===== src/hw/rtl/sstf_pkg.sv =====
package sstf_pkg;

  // Default number of tracks in the request bitmap.
  localparam int TRACKS_DEF = 128;

  // Field widths of the transfers.
  localparam int TRACK_W = 7;
  localparam int SEEK_W  = 16;
  localparam int COUNT_W = 8;

  // Operation codes of an input transfer.
  localparam logic OP_MARK = 1'b0;
  localparam logic OP_RUN  = 1'b1;

  // Input item: one mark or one run request.
  typedef struct packed {
    logic               operation;
    logic [TRACK_W-1:0] track;
  } in_item_t;

  // Result item of one run.
  typedef struct packed {
    logic [SEEK_W-1:0]  total_seek;
    logic [COUNT_W-1:0] served_count;
  } out_item_t;

  // Commands from the controller to the datapath.
  typedef struct packed {
    logic mark;
    logic start;
    logic step;
    logic load_out;
  } ctl_cmd_t;

  // Status from the datapath to the controller.
  typedef struct packed {
    logic done;
  } dp_sts_t;

endpackage


===== src/hw/rtl/sstf_ctrl.sv =====
module sstf_ctrl (
  input  logic             clk,
  input  logic             rst_n,
  input  logic             in_valid,
  input  logic             in_operation,
  output logic             in_stall,
  output logic             out_valid,
  input  logic             out_stall,
  input  sstf_pkg::dp_sts_t sts,
  output sstf_pkg::ctl_cmd_t cmd
);
  import sstf_pkg::*;

  localparam logic [1:0] ST_IDLE = 2'd0;
  localparam logic [1:0] ST_SCAN = 2'd1;
  localparam logic [1:0] ST_EMIT = 2'd2;

  logic [1:0] state_r, state_nxt;
  logic       out_valid_r, out_valid_nxt;

  // Input transfers are taken only while no run is in progress.
  assign in_stall  = (state_r != ST_IDLE);
  assign out_valid = out_valid_r;

  // Next state and datapath commands.
  always_comb begin
    state_nxt = state_r;
    cmd       = '0;
    case (state_r)
      ST_IDLE: begin
        if (in_valid) begin
          if (in_operation == OP_RUN) begin
            cmd.start = 1'b1;
            state_nxt = ST_SCAN;
          end else begin
            cmd.mark = 1'b1;
          end
        end
      end
      ST_SCAN: begin
        cmd.step = 1'b1;
        if (sts.done) begin
          state_nxt = ST_EMIT;
        end
      end
      ST_EMIT: begin
        // Load the result once the output register is free or drains now.
        if (!out_valid_r || !out_stall) begin
          cmd.load_out = 1'b1;
          state_nxt    = ST_IDLE;
        end
      end
      default: begin
        state_nxt = ST_IDLE;
      end
    endcase
  end

  // The output register stays full until its transfer completes.
  assign out_valid_nxt = (out_valid_r && out_stall) || cmd.load_out;

  always_ff @(posedge clk) begin
    if (!rst_n) begin
      state_r     <= ST_IDLE;
      out_valid_r <= 1'b0;
    end else begin
      state_r     <= state_nxt;
      out_valid_r <= out_valid_nxt;
    end
  end

endmodule


===== src/hw/rtl/sstf_datapath.sv =====
module sstf_datapath #(
  parameter int TRACKS = sstf_pkg::TRACKS_DEF
) (
  input  logic                 clk,
  input  logic                 rst_n,
  input  logic [sstf_pkg::TRACK_W-1:0] in_track,
  input  sstf_pkg::ctl_cmd_t   cmd,
  output sstf_pkg::dp_sts_t    sts,
  output sstf_pkg::out_item_t  out_data
);
  import sstf_pkg::*;

  localparam int IW = (TRACKS > 1) ? $clog2(TRACKS) : 1;
  localparam int HW = (IW > TRACK_W) ? IW : TRACK_W;
  localparam int PW = HW + 1;
  localparam logic [PW-1:0] TRACKS_P = PW'(TRACKS);
  localparam logic [PW-1:0] ONE_P    = PW'(1);

  logic [TRACKS-1:0]  map_r, map_nxt;
  logic [HW-1:0]      head_r, head_nxt;
  logic [PW-1:0]      dn_r, dn_nxt;   // next track to inspect below, plus one; zero when exhausted
  logic [PW-1:0]      up_r, up_nxt;   // next track to inspect above
  logic [SEEK_W-1:0]  total_r, total_nxt;
  logic [COUNT_W-1:0] count_r, count_nxt;
  out_item_t          out_data_r;

  logic [PW-1:0]      trk_ext, dn_m1, head_ext, dist_lo, dist_hi, step_dist;
  logic               pend_dn, pend_up, dn_set, up_set, take_lo, take_hi, serve;
  logic [SEEK_W:0]    seek_sum;

  assign trk_ext  = PW'(in_track);
  assign head_ext = {1'b0, head_r};
  assign dn_m1    = dn_r - ONE_P;

  // Pending bits under the two scan pointers.
  assign pend_dn = (dn_r != '0) && (dn_m1 < TRACKS_P) && map_r[dn_m1[IW-1:0]];
  assign pend_up = (up_r < TRACKS_P) && map_r[up_r[IW-1:0]];

  // A pointer is settled when it sits on a request or has run off its end.
  assign dn_set = (dn_r == '0) || pend_dn;
  assign up_set = (up_r >= TRACKS_P) || pend_up;

  // Choose the nearer candidate; a tie goes to the lower track.
  assign dist_lo   = head_ext - dn_m1;
  assign dist_hi   = up_r - head_ext;
  assign take_lo   = dn_set && up_set && pend_dn && (!pend_up || (dist_lo <= dist_hi));
  assign take_hi   = dn_set && up_set && pend_up && !take_lo;
  assign serve     = take_lo || take_hi;
  assign step_dist = take_lo ? dist_lo : dist_hi;

  assign seek_sum = {1'b0, total_r} + (SEEK_W + 1)'(step_dist);

  assign sts.done = dn_set && up_set && !pend_dn && !pend_up;

  // Next values of the scan state.
  always_comb begin
    map_nxt   = map_r;
    head_nxt  = head_r;
    dn_nxt    = dn_r;
    up_nxt    = up_r;
    total_nxt = total_r;
    count_nxt = count_r;
    if (cmd.mark) begin
      if (trk_ext < TRACKS_P) begin
        map_nxt[trk_ext[IW-1:0]] = 1'b1;
      end
    end
    if (cmd.start) begin
      head_nxt  = HW'(in_track);
      dn_nxt    = trk_ext + ONE_P;
      up_nxt    = trk_ext + ONE_P;
      total_nxt = '0;
      count_nxt = '0;
    end
    if (cmd.step) begin
      if (serve) begin
        total_nxt = seek_sum[SEEK_W] ? {SEEK_W{1'b1}} : seek_sum[SEEK_W-1:0];
        if (count_r != {COUNT_W{1'b1}}) begin
          count_nxt = count_r + COUNT_W'(1);
        end
        if (take_lo) begin
          map_nxt[dn_m1[IW-1:0]] = 1'b0;
          head_nxt               = dn_m1[HW-1:0];
          dn_nxt                 = dn_m1;
        end else begin
          map_nxt[up_r[IW-1:0]] = 1'b0;
          head_nxt              = up_r[HW-1:0];
          up_nxt                = up_r + ONE_P;
        end
      end else begin
        if (!dn_set) begin
          dn_nxt = dn_m1;
        end
        if (!up_set) begin
          up_nxt = up_r + ONE_P;
        end
      end
    end
  end

  // The request bitmap is cleared by reset.
  always_ff @(posedge clk) begin
    if (!rst_n) begin
      map_r <= '0;
    end else begin
      map_r <= map_nxt;
    end
  end

  // Scan pointers, accumulators and the result register.
  always_ff @(posedge clk) begin
    head_r  <= head_nxt;
    dn_r    <= dn_nxt;
    up_r    <= up_nxt;
    total_r <= total_nxt;
    count_r <= count_nxt;
    if (cmd.load_out) begin
      out_data_r.total_seek   <= total_r;
      out_data_r.served_count <= count_r;
    end
  end

  assign out_data = out_data_r;

endmodule


===== src/hw/rtl/sstf_disk_scheduler_unit.sv =====
// Channel | Ports                        | Moves
// --------+------------------------------+-----------------------------------
// input   | in_valid, in_stall, in_data  | mark or run request per transfer
// output  | out_valid, out_stall, out_data | total seek and count per run
//
// A mark transfer produces no result.
// A run scans down and up from the head one track per cycle and serves one request per
// cycle once both sides are settled; the pointers make TRACKS moves in all before the
// result is loaded into the output register.
// Reset (rst_n low, synchronous) clears the request bitmap and the output valid.
// A stalled result stays in the output register; marks are still taken meanwhile.
module sstf_disk_scheduler_unit #(
  parameter int TRACKS = sstf_pkg::TRACKS_DEF
) (
  input  logic                clk,
  input  logic                rst_n,
  input  logic                in_valid,
  output logic                in_stall,
  input  sstf_pkg::in_item_t  in_data,
  output logic                out_valid,
  input  logic                out_stall,
  output sstf_pkg::out_item_t out_data
);
  import sstf_pkg::*;

  ctl_cmd_t cmd;
  dp_sts_t  sts;

  // Sequencer for marks, runs and the result transfer.
  sstf_ctrl u_ctrl (
    .clk          (clk),
    .rst_n        (rst_n),
    .in_valid     (in_valid),
    .in_operation (in_data.operation),
    .in_stall     (in_stall),
    .out_valid    (out_valid),
    .out_stall    (out_stall),
    .sts          (sts),
    .cmd          (cmd)
  );

  // Bitmap, scan pointers and accumulators.
  sstf_datapath #(
    .TRACKS (TRACKS)
  ) u_datapath (
    .clk      (clk),
    .rst_n    (rst_n),
    .in_track (in_data.track),
    .cmd      (cmd),
    .sts      (sts),
    .out_data (out_data)
  );

endmodule


===== config.mk =====
export PLATFORM = sky130hd
export DESIGN_NAME = sstf_disk_scheduler_unit
export DESIGN_NICKNAME = d
export VERILOG_FILES = /design/src/hw/rtl/sstf_pkg.sv /design/src/hw/rtl/sstf_ctrl.sv /design/src/hw/rtl/sstf_datapath.sv /design/src/hw/rtl/sstf_disk_scheduler_unit.sv
export SDC_FILE = /design/constraint.sdc
export NUM_CORES = 1
export LEC_CHECK = 0
export BUFFER_PORTS_ARGS = -buffer_cell sky130_fd_sc_hd__buf_4
export CAP_MARGIN = 25
export CELL_PAD_IN_SITES_DETAIL_PLACEMENT = 0
export CELL_PAD_IN_SITES_GLOBAL_PLACEMENT = 2
export CORE_AREA = 2 2 211 213
export CTS_CLUSTER_SIZE = 25
export DETAILED_ROUTE_END_ITERATION = 16
export DIE_AREA = 0 0 213 215
export GPL_ROUTABILITY_DRIVEN = 0
export PLACE_DENSITY_LB_ADDON = 0.1
export SKIP_LAST_GASP = 1
export SYNTH_ARGS = -nofsm -noshare
export SYNTH_HDL_FRONTEND = slang
export SYNTH_SLANG_ARGS = --single-unit
export TNS_END_PERCENT = 30

===== constraint.sdc =====
create_clock -name clk -period 22.4 [get_ports clk]
set_clock_uncertainty 0.05 [all_clocks]
set_input_delay 3.36 -clock clk [delete_from_list [all_inputs] [get_ports clk]]
set_output_delay 3.36 -clock clk [all_outputs]
set_load 0.01 [all_outputs]

-- Yosys cells after proc, flatten, opt, wreduce, memory -nomap -nowiden
Index checks and enable logic that the tools add are counted.
- bits in registers: 202
- bits in latches: 0
- RAM bits: 0
- memory bits (read-only): 0
- bits of input ports: 12
- output and inout port bits: 26
- memories: 0
- add/subtract/negate cells: 7
- $mul: 0
- divide/modulo/power cells: 0
- order comparisons: 11
- equal/unequal tests: 7
- shift operators: 0
- multiplexer cells: 50
- bitwise gates (word level): 5
- reductions and logical operators: 30
- operators with widths (cell ; count):
    128-bit 2-to-1 mux ; 5
    128-bit bitwise AND ; 2
    128-bit NOT ; 2
    128-bit bitwise OR ; 1
    8-bit 2-to-1 mux ; 15
    16-bit 2-to-1 mux ; 4
    7-bit by 8-bit less-than comparator with 1-bit output, second input constant ; 4
    7-bit 2-to-1 mux ; 4
    1-bit demux with 7-bit select ; 3
    7-bit by 1-bit greater-or-equal comparator with 1-bit output, second input constant ; 3
    16-bit by 8-bit adder with 17-bit output ; 1
    8-bit by 1-bit adder with 8-bit output, second input constant ; 2
    8-bit less-than comparator, second input constant ; 2
    1-bit binary-select mux with 7-bit select ; 2
    1-bit logical AND ; 14
    2-bit 2-to-1 mux ; 6
    1-bit 2-to-1 mux ; 10
    7-bit by 1-bit adder with 8-bit output, second input constant ; 1
    8-bit greater-or-equal comparator, second input constant ; 1
    8-bit less-or-equal comparator ; 1
    8-bit zero test ; 1
    8-bit != test, second input constant ; 1
    8-bit nonzero test ; 1
    7-bit by 8-bit subtractor with 8-bit output ; 1
    other kinds (12) ; 23

-- Longest topological paths before layout
- depth in word-level cells: 13
- depth in mapped cells: 38
- mapped depth without buffers: 30

-- By module
A second synthesis with hierarchy kept.
- cell total of the unflattened synthesis: 1929
- area, all modules: 14416.3 um^2
- by module, submodules not included (module ; instances ; cells an instance ; area each (um^2) ; seq. area each (um^2)):
    sstf_datapath ; 1 ; 1910 ; 14237.4 ; 4224.1
    sstf_ctrl ; 1 ; 19 ; 178.9 ; 60.1

-- Worst setup path before layout
OpenSTA, ideal clock, no wires.
- path type: reg-to-reg
- start: register u_datapath.dn_r[0]
- end: register u_datapath.total_r[11]
- setup time: 0.095 ns
- arrival: 7.026 ns
- required time: 22.255 ns
- slack: 15.228 ns
- cell stages (with the launch flop): 37
- buffers on the path: 8
- path through: dfxtp_1 > buf_4 > inv_1 > clkbuf_1 > ha_1 > xor2_1 > buf_4 > inv_2 > buf_6 > buf_2 > ha_1 > a21oi_1 > o21ai_0 > maj3_1 > maj3_1 > xor2_1 > ha_1 > a21o_1 > a21oi_1 > o22ai_1 > a221oi_2 > nand2_4 > buf_6 > buf_6 > mux2i_1 > ha_1 > inv_1 > fa_1 > nor2b_1 > o21ai_0 > a21boi_0 > o21ai_0 > a21oi_1 > o21ba_2 > clkbuf_1 > o21bai_1 > a221oi_1
- word-level cells in the longest chain between the ends: 13
- elaborated cells between the ends (all ways): 24
- classes of those cells: add/sub: 3; order compare: 2; mux: 6; reduce/logical: 13
- ends and longest elaborated chain (item ; RTL line ; text):
    start: declaration ; sstf_datapath.sv:21 ; logic [PW-1:0] dn_r, dn_nxt;
    start signal: assignment ; sstf_datapath.sv:113 ; dn_r <= dn_nxt;
    branches (longest 11 deep; another with 16-bit by 8-bit adder with 17-bit output) ; - ;
    16-bit 2-to-1 mux * ; sstf_datapath.sv:76 ; if (serve) begin
    16-bit 2-to-1 mux * ; sstf_datapath.sv:75 ; if (cmd.step) begin
    via u_datapath.total_nxt[11] ; sstf_datapath.sv:23 ; logic [SEEK_W-1:0] total_r, total_nxt;
    end signal: assignment ; sstf_datapath.sv:115 ; total_r <= total_nxt;
    end: declaration ; sstf_datapath.sv:23 ;
Mark *: on every way through the listed nets, which the timed path passes. The select of a mux whose other input is x is not followed.
A chain may end at the register's enable or synchronous reset.

-- Worst setup path after layout
Same ends and word-level chain as after synthesis.

==> flow_metrics.env <==
export IMPL_status="finished, final reports clean"
export IMPL_grt_overflow_total=0
export IMPL_finalHoldViolations=0
export IMPL_grt_pass1_wl_mm=95.8
export IMPL_drive_gt1_share_pct=13.6
export IMPL_postRouteAntennaNets=0
export IMPL_crit_path_end_kind="register"
export IMPL_fillCellCount=4447
export IMPL_cp_max_fo=89
export IMPL_max_freq_ghz=0.120
export IMPL_cts_hold_buf=0
export IMPL_via_per_inst=6.05
export IMPL_finalNetCount=1785
export IMPL_cts_max_path_buffers=3
export IMPL_post_route_min_period_ps=8340
export IMPL_syn_nets=1832
export IMPL_drc_errors=0
export IMPL_cp_slowest_cell="ha_1"
export IMPL_crit_end="u_datapath.total_r[11]"
export IMPL_die_y_um=215
export IMPL_antenna_found_initial=1
export IMPL_rr_endpoint="u_datapath.total_r[11]"
export IMPL_core_um2=43600
export IMPL_final_cell_mix="nor2_1 (421), dfxtp_1 (175), mux2i_1 (161)"
export IMPL_drt_iter0_drc=1410
export IMPL_place_hpwl_mm=43.0
export IMPL_start_util_pct=34.6
export IMPL_grt_max_degree=90
export IMPL_syn_area_um2=15100
export IMPL_finalCritPeriodShare_pct=37.2
export IMPL_crit_required_ps=22840
export IMPL_p_leak_nw=6.38
export IMPL_startpoint="u_datapath.dn_r[0]"
export IMPL_clock_sinks=202
export IMPL_ir_drop_uv=68.0
export IMPL_drv_cap=0
export IMPL_crit_type="register to register"
export IMPL_placed_cell_area_um2=15700
export IMPL_fin_area_um2=16600
export IMPL_drv_slew=0
export IMPL_final_common_cell="nor2_1"
export IMPL_wl_per_cell_um=27.8
export IMPL_fp_row_count=77
export IMPL_grt_setup_unrepaired="false"
export IMPL_synth_edff_count=24
export IMPL_tightest_slew_ps=1140
export IMPL_cp_top_family="compound AO/OA/AOI/OAI gates"
export IMPL_worst_slack_ps=14060
export IMPL_yosysWarnings=0
export IMPL_pre_cts_ws_ps=14040
export IMPL_async_flop_share_pct=0
export IMPL_boundaryPins=38
export IMPL_ys_types=89
export IMPL_clk_pin_slew_ps=60
export IMPL_io_buffers=37
export IMPL_p_per_area_nw_per_um2=128
export IMPL_cts_tree="built"
export IMPL_power_total_w=0.00213
export IMPL_post_cts_setup_buffers=0
export IMPL_first_pass_iters=6
export IMPL_die_w_um=213
export IMPL_htreeDepth=1
export IMPL_dp_cells=2300
export IMPL_grt_pass1_vias=13500
export IMPL_path_depth=28
export IMPL_hold_path_class="register to register"
export IMPL_cts_buffers=27
export IMPL_setup_viol=0
export IMPL_syn_inst=1785
export IMPL_relSlewSlack_pct=24.1
export IMPL_path_common_cell="ha_1"
export IMPL_crit_buf_inv=3
export IMPL_insertion_delay_ps=590
export IMPL_cp_start_kind="register"
export IMPL_cts_root_buf="clkbuf_16"
export IMPL_r2r_setup_slack_ps=14060
export IMPL_fin_cells=2348
export IMPL_post_cts_resized=0
export IMPL_reg2reg_from="u_datapath.dn_r[0]"
export IMPL_synth_seq_area_share_pct=28.4
export IMPL_antenna_cells=0
export IMPL_vias=14200
export IMPL_critPathArrivalTime_ps=8780
export IMPL_syn_area_per_cell_um2=8.46
export IMPL_drt_total_wl_mm=65.4
export IMPL_grt_use_total_pct=28.2
export IMPL_yosys_register_bits=202
export IMPL_cpPeakStageDelay_ps=640
export IMPL_die_area_um2=45800
export IMPL_r2r_cells=28
export IMPL_synthToLayoutAreaGrowth_pct=9.92
export IMPL_setup_tns_ps=0
export IMPL_synth_main_ff_cell="dfxtp_1"
cell type report:
type	instances	area, um^2	area share (%)
multi-input cells	1391	9870	59.5
flip-flops and latches	202	4290	25.8
well taps	592	741	4.46
clock buffers	32	714	4.30
repair buffers	77	681	4.10
clock inverters	15	159	0.957
inverters	39	146	0.882
kinds of logic after synthesis:
group           share of synthesized area, %
simple gates                            22.6
compound gates                          19.2
fa+ha+maj                               3.25
flops                                   28.4
buf+inv                                 6.66
xor+xnor                                1.80
mux                                     18.1
report_power, final:
group	total [W]	switching (W)	internal, W
sequential	0.000431	0.0000431	0.000387
clock	0.000443	0.000191	0.000252
combinational	0.00126	0.000846	0.000413
total	0.00213	0.00108	0.00105
stage by stage:
| step | util (%) | hold slack, ps |
|---|---|---|
| after floorplan | - | 358 |
| after CTS | 38.0 | 394 |
| after global routing | 38.0 | 404 |
| final | 38.0 | 397 |
| after global placement | 35.7 | 374 |
| after detailed placement | 36.0 | 379 |
synth_stat cells, types with 28 or more instances:
cell	instances	share of area [%]
o221a_1	102	7.6
dfxtp_1	178	24
nor2_1	421	10
nand3_1	36	1.2
mux2i_1	161	11
mux4_2	44	6.6
clkbuf_1	88	2.2
o21ai_0	45	1.5
nor3_1	48	1.6
buf_2	37	1.2
nand2_1	123	3.1
inv_1	36	0.89
a21oi_1	40	1.3
ha_1	32	2.7
o221a_2	28	2.1
how the worst min path moves through the flow:
| stage | to | start | slack (ps) | cells after the start |
|---|---|---|---|---|
| after global placement | u_datapath.out_data[19] | u_datapath.total_r[11] | 370 | 0 |
| final | u_datapath.out_data[19] | u_datapath.total_r[11] | 400 | 0 |
| after CTS | u_datapath.out_data[19] | u_datapath.total_r[11] | 390 | 0 |
| after global routing | u_datapath.out_data[19] | u_datapath.total_r[11] | 400 | 0 |
| after detailed placement | u_datapath.out_data[19] | u_datapath.total_r[11] | 380 | 0 |
| after floorplan | u_datapath.out_data[19] | u_datapath.total_r[11] | 360 | 0 |
flip-flops by register name, summed over array words and instances (netlist names):
name                 flops
u_ctrl.state_r           2
u_datapath.count_r       8
u_datapath.out_data     24
u_datapath.head_r        7
u_datapath.total_r      16
u_datapath.up_r          8
u_datapath.map_r       128
u_ctrl.out_valid         1
u_datapath.dn_r          8
layer usage:
metal / share of wire, % / global-route usage [%] / vias to the layer above
met3: 6.3 / 3.16 / 114
met1: 46 / 41.5 / 7064
met2: 44 / 42.4 / 586
li1: - / - / 6439
met4: 3.4 / 9.28 / 0
met5: 0 / 0 / -
(Power assumes the default switching activity.)
